==> src/hw/rtl/sspr_pkg.sv <==
// ----------------------------------------------------------------------------
// sspr_pkg
// shared types, codes and the crc byte step of the status packet receiver
// ----------------------------------------------------------------------------
package sspr_pkg;

  // packet status codes
  typedef enum logic [2:0] {
    ST_OK        = 3'd0,
    ST_CRC_ERR   = 3'd1,
    ST_TOO_LONG  = 3'd2,
    ST_BAD_ID    = 3'd3,
    ST_TOO_SHORT = 3'd4
  } pkt_status_e;

  localparam int unsigned MAX_PACKET_BYTES = 128;
  localparam int unsigned MAX_SERVO_ID     = 16;
  localparam int unsigned MASK_W           = 16;

  localparam logic [15:0] CRC_POLY     = 16'h8005;
  localparam logic [15:0] MASK_RESET   = 16'h00FF;
  localparam logic [23:0] HDR_WINDOW   = 24'hFFFFFD;
  localparam logic [7:0]  HDR_LAST     = 8'h00;
  localparam logic [15:0] MIN_BODY_LEN = 16'd3;

  // byte positions inside a packet, header starts at 0
  localparam int unsigned POS_FIRST  = 4;
  localparam int unsigned POS_ID     = 4;
  localparam int unsigned POS_LEN_LO = 5;
  localparam int unsigned POS_LEN_HI = 6;
  localparam int unsigned POS_INS    = 7;
  localparam int unsigned POS_ERR    = 8;
  // header plus id plus length field
  localparam int unsigned PKT_OVERHEAD = 7;

  // one crc-16 byte step, msb first, no reflection
  function automatic logic [15:0] crc_feed(logic [15:0] crc, logic [7:0] b);
    logic [15:0] c;
    c = crc ^ {b, 8'h00};
    for (int k = 0; k < 8; k++) begin
      if (c[15]) begin
        c = {c[14:0], 1'b0} ^ CRC_POLY;
      end else begin
        c = {c[14:0], 1'b0};
      end
    end
    return c;
  endfunction

  // crc after the four header bytes
  localparam logic [15:0] CRC_HDR =
    crc_feed(crc_feed(crc_feed(crc_feed(16'h0000, 8'hFF), 8'hFF), 8'hFD), 8'h00);

  typedef struct packed {
    pkt_status_e         status;
    logic [7:0]          servo_id;
    logic [7:0]          instruction;
    logic [7:0]          servo_error;
    logic                newly_present;
    logic [MASK_W-1:0]   present_mask;
  } result_t;

endpackage

==> src/hw/rtl/sspr_out_buf.sv <==
// ----------------------------------------------------------------------------
// sspr_out_buf
// result register with a skid stage so upstream stall is a registered signal
// ----------------------------------------------------------------------------
module sspr_out_buf (
  input  logic              clk_i,
  input  logic              rst_ni,
  input  logic              push_i,
  input  sspr_pkg::result_t data_i,
  output logic              full_o,
  output logic              valid_o,
  input  logic              stall_i,
  output sspr_pkg::result_t data_o
);

  logic              out_valid_q;
  logic              skid_valid_q;
  sspr_pkg::result_t out_q;
  sspr_pkg::result_t skid_q;
  logic              take;

  assign take = out_valid_q && !stall_i;

  always_ff @(posedge clk_i or negedge rst_ni) begin
    if (!rst_ni) begin
      out_valid_q  <= 1'b0;
      skid_valid_q <= 1'b0;
    end else begin
      if (skid_valid_q) begin
        if (take) begin
          skid_valid_q <= 1'b0;
        end
      end else if (push_i) begin
        if (!out_valid_q || take) begin
          out_valid_q <= 1'b1;
        end else begin
          skid_valid_q <= 1'b1;
        end
      end else if (take) begin
        out_valid_q <= 1'b0;
      end
    end
  end

  always_ff @(posedge clk_i) begin
    if (skid_valid_q) begin
      if (take) begin
        out_q <= skid_q;
      end
    end else if (push_i) begin
      if (!out_valid_q || take) begin
        out_q <= data_i;
      end else begin
        skid_q <= data_i;
      end
    end
  end

  assign full_o  = skid_valid_q;
  assign valid_o = out_valid_q;
  assign data_o  = out_q;

endmodule

==> src/hw/rtl/servo_status_packet_receiver.sv <==
// ----------------------------------------------------------------------------
// servo_status_packet_receiver
// deframes status packets from a half-duplex servo bus byte stream
// ----------------------------------------------------------------------------
// One received byte is taken per transfer and a byte can be taken in every
// clock cycle: the parse state and the crc-16 byte step (poly 0x8005, init 0)
// are combinational, and the result goes into an output register backed
// by a one-entry skid stage. rx_stall_o rises only while that skid stage is
// occupied, i.e. after the result side has stalled with a result waiting and a
// second result has been produced. The receiver hunts for the header
// FF FF FD 00, reads the id and the little-endian length, checks the trailing
// little-endian crc and delivers one result per finished or dropped packet.
// Packets whose length plus seven exceeds MAX_PACKET_BYTES are dropped right
// after the length field with status too long; lengths below three give status
// too short. An accepted packet with id 1 to 16 sets bit id-1 of the present
// mask, which resets to 0x00FF. Byte stuffing is not removed.
module servo_status_packet_receiver #(
  parameter int unsigned MAX_PACKET_BYTES = sspr_pkg::MAX_PACKET_BYTES
) (
  input  logic                      clk_i,
  input  logic                      rst_ni,
  // received byte channel
  input  logic                      rx_valid_i,
  output logic                      rx_stall_o,
  input  logic [7:0]                rx_byte_i,
  // packet result channel
  output logic                      status_valid_o,
  input  logic                      status_stall_i,
  output logic [2:0]                packet_status_o,
  output logic [7:0]                servo_id_o,
  output logic [7:0]                instruction_o,
  output logic [7:0]                servo_error_o,
  output logic                      newly_present_o,
  output logic [sspr_pkg::MASK_W-1:0] present_mask_o
);

  // byte position counter only needs to reach the last packet byte
  localparam int unsigned CNT_W = $clog2(MAX_PACKET_BYTES);

  localparam logic [CNT_W-1:0] POS_FIRST  = CNT_W'(sspr_pkg::POS_FIRST);
  localparam logic [CNT_W-1:0] POS_ID     = CNT_W'(sspr_pkg::POS_ID);
  localparam logic [CNT_W-1:0] POS_LEN_LO = CNT_W'(sspr_pkg::POS_LEN_LO);
  localparam logic [CNT_W-1:0] POS_LEN_HI = CNT_W'(sspr_pkg::POS_LEN_HI);
  localparam logic [CNT_W-1:0] POS_INS    = CNT_W'(sspr_pkg::POS_INS);
  localparam logic [CNT_W-1:0] POS_ERR    = CNT_W'(sspr_pkg::POS_ERR);

  typedef enum logic {
    PH_HUNT,
    PH_COLLECT
  } phase_e;

  // parse state
  phase_e                    phase_q, phase_d;
  logic [23:0]               win_q, win_d;
  logic [CNT_W-1:0]          cnt_q, cnt_d;
  logic [CNT_W-1:0]          last_q, last_d;     // position of the crc high byte
  logic [15:0]               crc_q, crc_d;
  logic [7:0]                len_lo_q, len_lo_d;
  logic [7:0]                held_id_q, held_id_d;
  logic [7:0]                held_ins_q, held_ins_d;
  logic [7:0]                held_err_q, held_err_d;
  logic [7:0]                crc_lo_q, crc_lo_d;
  logic [sspr_pkg::MASK_W-1:0] present_q, present_d;

  // combinational helpers
  logic                      rx_fire;
  logic                      res_valid;
  sspr_pkg::result_t         res;
  sspr_pkg::result_t         out_data;
  logic                      skid_full;
  logic [15:0]               body_len;
  logic [16:0]               total_len;
  logic [15:0]               rx_crc;
  logic [3:0]                id_idx;

  assign rx_fire   = rx_valid_i && !skid_full;
  assign body_len  = {rx_byte_i, len_lo_q};
  assign total_len = {1'b0, body_len} + 17'(sspr_pkg::PKT_OVERHEAD);
  assign rx_crc    = {rx_byte_i, crc_lo_q};
  assign id_idx    = 4'(held_id_q - 8'd1);

  always_comb begin
    phase_d    = phase_q;
    win_d      = win_q;
    cnt_d      = cnt_q;
    last_d     = last_q;
    crc_d      = crc_q;
    len_lo_d   = len_lo_q;
    held_id_d  = held_id_q;
    held_ins_d = held_ins_q;
    held_err_d = held_err_q;
    crc_lo_d   = crc_lo_q;
    present_d  = present_q;

    res_valid         = 1'b0;
    res.status        = sspr_pkg::ST_OK;
    res.servo_id      = held_id_q;
    res.instruction   = 8'h00;
    res.servo_error   = 8'h00;
    res.newly_present = 1'b0;
    res.present_mask  = present_q;

    if (rx_fire) begin
      if (phase_q == PH_HUNT) begin
        // sliding header search
        if (win_q == sspr_pkg::HDR_WINDOW && rx_byte_i == sspr_pkg::HDR_LAST) begin
          crc_d   = sspr_pkg::CRC_HDR;
          cnt_d   = POS_FIRST;
          win_d   = '0;
          phase_d = PH_COLLECT;
        end else begin
          win_d = {win_q[15:0], rx_byte_i};
        end
      end else begin
        cnt_d = cnt_q + CNT_W'(1);
        if (cnt_q == POS_ID) begin
          held_id_d = rx_byte_i;
          crc_d     = sspr_pkg::crc_feed(crc_q, rx_byte_i);
        end else if (cnt_q == POS_LEN_LO) begin
          len_lo_d = rx_byte_i;
          crc_d    = sspr_pkg::crc_feed(crc_q, rx_byte_i);
        end else if (cnt_q == POS_LEN_HI) begin
          crc_d  = sspr_pkg::crc_feed(crc_q, rx_byte_i);
          last_d = CNT_W'(total_len - 17'd1);
          // length checks drop the packet before any body byte
          if (body_len < sspr_pkg::MIN_BODY_LEN) begin
            res_valid  = 1'b1;
            res.status = sspr_pkg::ST_TOO_SHORT;
          end else if (total_len > 17'(MAX_PACKET_BYTES)) begin
            res_valid  = 1'b1;
            res.status = sspr_pkg::ST_TOO_LONG;
          end
        end else begin
          if (cnt_q == POS_INS) begin
            held_ins_d = rx_byte_i;
          end
          if (cnt_q == POS_ERR) begin
            held_err_d = rx_byte_i;
          end
          if (cnt_q == last_q) begin
            // crc high byte closes the packet
            res_valid       = 1'b1;
            res.instruction = held_ins_q;
            res.servo_error = held_err_q;
            if (rx_crc != crc_q) begin
              res.status = sspr_pkg::ST_CRC_ERR;
            end else if (held_id_q == 8'd0 || held_id_q > 8'(sspr_pkg::MAX_SERVO_ID)) begin
              res.status = sspr_pkg::ST_BAD_ID;
            end else begin
              res.status = sspr_pkg::ST_OK;
              // ids above the mask width are not tracked; none pass the id check here
              if (held_id_q <= 8'(sspr_pkg::MASK_W) && !present_q[id_idx]) begin
                present_d[id_idx] = 1'b1;
                res.newly_present = 1'b1;
              end
            end
          end else if (cnt_q == last_q - CNT_W'(1)) begin
            crc_lo_d = rx_byte_i;
          end else begin
            crc_d = sspr_pkg::crc_feed(crc_q, rx_byte_i);
          end
        end
      end
    end

    res.present_mask = present_d;

    // any result sends the receiver back to hunting
    if (res_valid) begin
      phase_d = PH_HUNT;
      win_d   = '0;
      cnt_d   = '0;
    end
  end

  always_ff @(posedge clk_i or negedge rst_ni) begin
    if (!rst_ni) begin
      phase_q   <= PH_HUNT;
      win_q     <= '0;
      cnt_q     <= '0;
      present_q <= sspr_pkg::MASK_RESET;
    end else begin
      phase_q   <= phase_d;
      win_q     <= win_d;
      cnt_q     <= cnt_d;
      present_q <= present_d;
    end
  end

  // payload state, only read after it has been written in the same packet
  always_ff @(posedge clk_i) begin
    last_q     <= last_d;
    crc_q      <= crc_d;
    len_lo_q   <= len_lo_d;
    held_id_q  <= held_id_d;
    held_ins_q <= held_ins_d;
    held_err_q <= held_err_d;
    crc_lo_q   <= crc_lo_d;
  end

  // result register plus skid stage
  sspr_out_buf u_out_buf (
    .clk_i   (clk_i),
    .rst_ni  (rst_ni),
    .push_i  (res_valid),
    .data_i  (res),
    .full_o  (skid_full),
    .valid_o (status_valid_o),
    .stall_i (status_stall_i),
    .data_o  (out_data)
  );

  assign rx_stall_o      = skid_full;
  assign packet_status_o = out_data.status;
  assign servo_id_o      = out_data.servo_id;
  assign instruction_o   = out_data.instruction;
  assign servo_error_o   = out_data.servo_error;
  assign newly_present_o = out_data.newly_present;
  assign present_mask_o  = out_data.present_mask;

endmodule

==> config.mk <==
export PLATFORM = sky130hd
export DESIGN_NAME = servo_status_packet_receiver
export DESIGN_NICKNAME = d
export VERILOG_FILES = /design/src/hw/rtl/sspr_pkg.sv /design/src/hw/rtl/sspr_out_buf.sv /design/src/hw/rtl/servo_status_packet_receiver.sv
export SDC_FILE = /design/constraint.sdc
export NUM_CORES = 1
export LEC_CHECK = 0
export BUFFER_PORTS_ARGS = -buffer_cell sky130_fd_sc_hd__buf_4
export CORE_UTILIZATION = 55
export DETAILED_ROUTE_END_ITERATION = 10
export GPL_TIMING_DRIVEN = 1
export PLACE_DENSITY = 0.82
export SETUP_SLACK_MARGIN = 0.05
export SLEW_MARGIN = 30
export SYNTH_ARGS = -nofsm -noshare
export SYNTH_HDL_FRONTEND = slang
export SYNTH_HIERARCHICAL = 1
export SYNTH_SLANG_ARGS = --single-unit
==> constraint.sdc <==
create_clock -name clk_i -period 13.2 [get_ports clk_i]
set_input_delay 3.3 -clock clk_i [delete_from_list [all_inputs] [get_ports clk_i]]
set_output_delay 3.3 -clock clk_i [all_outputs]
set_load 0.02 [all_outputs]
---- Word-level counts from Yosys, hierarchy flattened ----
Cells that the tools add are included.
storage, ports and cells
  register bits after elaboration ......... 201
  output and inout port bits .............. 46
  bits of input ports ..................... 12
  logic and storage cells ................. 350
cells by class
  equality and inequality tests ........... 14
  bitwise gates (word level) .............. 37
  muxes and demuxes ....................... 232
  reductions and logical operators ........ 31
  $add $sub $neg .......................... 5
  magnitude comparators ................... 6
operator list
  cell                     count
  $mux W16                 178
  $mux W44                 4
  $mux W17                 6
  $mux W24                 4
  $not A3 Y3               29
  $eq A7 B3 Y1 const B     4
  $mux W7                  4
  $eq A24 B24 Y1 const B   1
  $mux W1                  24
  $mux W3                  6
  $add A16 B3 Y17 const B  1
  $gt A17 B8 Y1 const B    1
  $logic_not A8 Y1         2
  $lt A16 B2 Y1 const B    1
  $ne A16 B16 Y1           1
  $or A16 B16 Y16          1
  $xor A16 B16 Y16         1
  $eq A7 B7 Y1             2
  $sub A7 B1 Y7 const B    2
  $reduce_and A3 Y1        4
  $reduce_and A6 Y1        2
  $ne A5 B5 Y1 const B     2
  $reduce_bool A2 Y1       5
  $gt A8 B5 Y1 const B     1
  other kinds (20)         39

---- Longest topological paths before layout ----
  depth after elaboration ................. 72
  mapped depth ............................ 10
  depth with buffers taken out ............ 9

---- Modules after synthesis ----
Netlist, hierarchy kept.
by module, submodules not included
  module                        area an instance (um^2)  cells an instance  sequential area each (um^2)  instances
  servo_status_packet_receiver  5565.3                   441                3103.0                       1
  sspr_out_buf                  3343.2                   149                2692.6                       1

---- Least setup slack after synthesis ----
OpenSTA, ideal clock, no wires.
  path kind ............................... input to register
  from .................................... in rx_byte_i[0]
  to ...................................... reg u_out_buf.out_q, in the netlist u_out_buf/data_o[0] (enable)
  data arrival time ....................... 6563 ps
  library setup time ...................... 458 ps
  path buffers ............................ 0
  required time ........................... 12742 ps
  stages on the path ...................... 5
  slack ................................... 6180 ps
  cells stage by stage .................... nor4_1 > nand4_1 > a221oi_4 > nand2b_1 > a21boi_1
between the ends
  cells in the longest elaborated chain, start to end .. 11
  elaborated cells on any way between the ends .. 12
  classes of those cells .................. add/sub (1); order compare (2); mux (7); reduce/logical (2)
ends and longest elaborated chain
  item                                   RTL line                             RTL
  from (decl)                            servo_status_packet_receiver.sv:25   input logic [7:0] rx_byte_i,
  $add A16 B3 Y17                        servo_status_packet_receiver.sv:78   assign total_len = {1'b0, body_len} + 17'(sspr_pkg::PKT_OVERHEAD);
  $gt A17 B8 Y1                          servo_status_packet_receiver.sv:129  end else if (total_len > 17'(MAX_PACKET_BYTES)) begin
  $mux W1                                servo_status_packet_receiver.sv:129
  $mux W1 *                              servo_status_packet_receiver.sv:126  if (body_len < sspr_pkg::MIN_BODY_LEN) begin
  $mux W1 *                              servo_status_packet_receiver.sv:122  end else if (cnt_q == POS_LEN_HI) begin
  $mux W1 *                              servo_status_packet_receiver.sv:119  end else if (cnt_q == POS_LEN_LO) begin
  $mux W1 *                              servo_status_packet_receiver.sv:116  if (cnt_q == POS_ID) begin
  $mux W1 *                              servo_status_packet_receiver.sv:104  if (phase_q == PH_HUNT) begin
  $mux W1 *                              servo_status_packet_receiver.sv:103  if (rx_fire) begin
  via res_valid                          servo_status_packet_receiver.sv:67   logic res_valid;
  $reduce_bool A2 Y1 (no source line) *  -
  $reduce_and A3 Y1 (no source line) *   -
  to (signal assigned)                   sspr_out_buf.sv:48                   out_q <= skid_q;
  to (signal assigned)                   sspr_out_buf.sv:52                   out_q <= data_i;
  to (decl)                              sspr_out_buf.sv:18                   sspr_pkg::result_t out_q;
Mark *: on every way through the listed nets, which the timed path passes. The rest lies on a longest branch.
A chain may end at the register's enable or synchronous reset.

---- Final worst setup path ----
  from .................................... in rx_byte_i[0]
  to ...................................... reg crc_q[2] (enable)
between the ends
  cells in the longest elaborated chain, start to end .. 4
ends and longest elaborated chain
  item                                 RTL line                             RTL
  $logic_not A8 Y1                     servo_status_packet_receiver.sv:106  if (win_q == sspr_pkg::HDR_WINDOW && rx_byte_i == sspr_pkg::HDR_LAST) begin
  $logic_and A1 B1 Y1                  servo_status_packet_receiver.sv:106
  $reduce_bool A2 Y1 (no source line)  -
  $reduce_and A4 Y1 (no source line)   -
  to (signal assigned)                 servo_status_packet_receiver.sv:193  crc_q <= crc_d;
  to (decl)                            servo_status_packet_receiver.sv:57   logic [15:0] crc_q, crc_d;
No other way between the ends.

==> out/qor.csv <==
stage,metric,value,unit
final_layout,antenna_cells,0,
synthesis,synth_top_area_share,50.9,%
floorplanning,core,15800,um^2
sta,final_hold_viol_count,0,
cts,numCtsBuffers,21,
setup_path,cp-start-kind,input port,
sta,slew_headroom,39.3,%
floorplanning,die_w,129,um
final_layout,layout.nets,686,
synthesis,synth.most_common_cell,edfxtp_1,
placement,hpwlAfterDp,11800,um
sta,max_freq,177,MHz
power_and_ir_drop,p_per_area,130,nW/um^2
routing,routed_via_density,5.97,
placement,post-place-ws,7.18,ns
cts,clkLatencyLatePin,0.50,ns
power_and_ir_drop,seqPwrFrac,51.6,%
setup_path,critical_path_arrival,5.79,ns
power_and_ir_drop,p_sw,0.263,mW
grt,gr-usage-all-layers,21.7,%
final_layout,fin_cells,886,
cts,cts.sinks,201,
power_and_ir_drop,p_int,1.08,mW
cts,root_buffer,clkbuf_16,
setup_path,critical_path.startpoint,rx_byte_i[0],
setup_path,crit_required,13.34,ns
routing,drtIter0Drc,487,
final_layout,utilization,65.2,%
sta,maxSlewViolCount,0,
power_and_ir_drop,total_power,1.34,mW
power_and_ir_drop,power_frac_comb,2.8,%
setup_path,cp_max_fo,16,
sta,worst_pin_slew,0.908,ns
hold_path,hold_path_end,win_q[16],
power_and_ir_drop,swShare,19.6,%
grt,grt_max_degree,51,
routing,ant_nets,0,
synthesis,synth_area_per_cell,15.1,um^2
hold_path,min_path_cells,1,
hold_path,min_from,win_q[16],
cts,h-tree-depth,1,
routing,postRouteWirelength,17600,um
floorplanning,die_area,16700,um^2
placement,place_area,9600,um^2
final_layout,syn_to_final_growth,15.9,%
cts,holdBufCountCts,0,
grt,grt_first_pass_wirelength,27800,um
cts,cts_tree,done,
setup_path,crit_type,input port to flop,
setup_path,worstReg2RegStart,len_lo_q[2],
routing,wl_per_cell,19.8,um
final_layout,final_layout_size_suffix_gt1_share,26.6,%
cts,ctsResizeCount,0,
routing,firstDrtPassIters,4,
outcome,outcome,completed,
sta,fin_setup_tns,0,ns
placement,place_congestion,0.882,
synthesis,yosys-top-cells-area,"edfxtp_1 (51%), dfrtp_1 (12%), mux2_2 (3.5%)",
setup_path,r2r_cells,10,
cts,clk_pin_slew,0.06,ns
flow_run,cap_violations,0,
synthesis,synth_warnings,6,
sta,fin_ws,7.55,ns
synthesis,ys_ff_latch,201,
synthesis,synth_common_cells,"edfxtp_1 (151), dfrtp_1 (42), and2_1 (28), mux2_2 (28)",
sta,finalSetupViolations,0,
final_layout,fin_area,10300,um^2
routing,drc,0,
setup_path,r2r_slack,9.55,ns
synthesis,synthArstFlopShare,24.9,%
floorplanning,num_io_pins,58,
sta,grt_setup_unrepaired,no,
routing,num_vias,5293,
placement,io_buffers,57,
sta,timing.hold.ws,0.498,ns
synthesis,syn_inst,590,
grt,grt_antenna_before_repair,0,
power_and_ir_drop,pwr-share-clk,45.5,%
sta,finalClockSkew,0.0153,ns
hold_path,hold_path.class,flop to flop,
grt,grt-ovfl-total,0,
synthesis,ys_types,70,
synthesis,seq_area_frac_synth,65.1,%
power_and_ir_drop,ir_worst_vdd,0.0000953,V
floorplanning,row_count,46,
placement,placed_cells,848,
synthesis,yosysTopAreaCell,edfxtp_1,
grt,grt_pass1_vias,5272,
cts,cts_buffer_depth,3,
floorplanning,start_util,56.3,%
synthesis,syn-cell-area,8910,um^2
sta,fin_crit_sh,42.8,%
setup_path,rr_endpoint,u_out_buf/data_o[8],
synthesis,ys.flop_type,edfxtp_1,
cts,post_cts.repair.setup_buffers,0,
setup_path,end_kind,flop,
sta,min_period,5.65,ns
floorplanning,chipHeight,129,um
synthesis,synth_edf_count,151,
synthesis,syn_nets,621,
power_and_ir_drop,leakage,4.03,nW
## cell usage in the layout, fill, tap and decap left out, drive strengths merged, types with 4 or more instances in the layout
cell	n
nor2b	5
inv	16
and3	6
a21o	13
ha	19
and2	30
mux2	45
o21ai	8
bufinv	4
mux4	4
a21boi	5
nand3b	4
nand3	8
clkbuf	25
buf	62
or3	4
nand2b	11
nor2	17
dfstp	8
xor2	21
xnor2	24
nand4	11
nor4	9
a2bb2oi	4
nand2	23
clkinv	7
a21oi	10
nor3	11
edfxtp	151
dfrtp	42
a22o	24
## worst max path at each step
stage,to,cells after the start
6_report,crc_q[2],6
3_3_place_gp,u_out_buf/skid_q[4],6
5_1_grt,crc_q[9],6
3_5_place_dp,crc_q[10],6
4_1_cts,crc_q[9],6
2_1_floorplan,u_out_buf/data_o[0],5
## worst max-delay path: stages
cell	delay [ns]
buf_4	0.17
nor4_1	0.37
nand2_1	0.10
nor4_1	0.80
o21ai_1	0.39
o21ba_2	0.64
## power groups by stage
| stage | registers [mW] | clock network [mW] | logic (mW) |
|---|---|---|---|
| after detailed placement | 0.704 | 0 | 0.0378 |
| after global placement | 0.704 | 0 | 0.0353 |
| after floorplan | 0.701 | 0 | 0.0235 |
| after CTS | 0.692 | 0.618 | 0.0382 |
| final | 0.692 | 0.610 | 0.0380 |
| after global routing | 0.693 | 0.646 | 0.0416 |
## sequential cells by signal (all words and copies together) (netlist names)
signal	cells
crc_q	16
cnt_q	7
u_out_buf/skid_q	44
len_lo_q	8
u_out_buf/valid_o	1
held_err_q	8
last_q	7
phase_q	1
crc_lo_q	8
held_ins_q	8
held_id_q	8
u_out_buf/data_o	44
present_q	16
win_q	24
u_out_buf/full_o	1
## logic make-up (layout without fill, tap and decap cells)
family	count (synthesis)	in the layout	synth area share [%]
flip-flops	201	201	65.1
AND/OR/NAND/NOR	149	149	9.48
AO/OA/AOI/OAI	90	90	8.41
multiplexers	51	51	7.64
XOR/XNOR	46	46	4.69
buffers and inverters	34	114	2.05
adder cells (fa/ha/maj)	19	19	2.67
## per-layer routing
| layer | part of all wire (%) | global-route usage [%] |
|---|---|---|
| met1 | 40 | 28.2 |
| met2 | 50 | 36.9 |
| met3 | 7.3 | 3.43 |
| met4 | 2.9 | 8.58 |
| met5 | 0 | 0 |
## layout make-up
cell class                      count  area [um^2]
Sequential cell                   201         5800
Fill cell                        1073         5510
Multi-Input combinational cell    355         2980
Clock inverter                     13          170
Inverter                           14         52.6
Clock buffer                       25          551
Tap cell                          216          270
Timing Repair Buffer               62          505
Note: power is estimated with default switching activity, not from simulation.
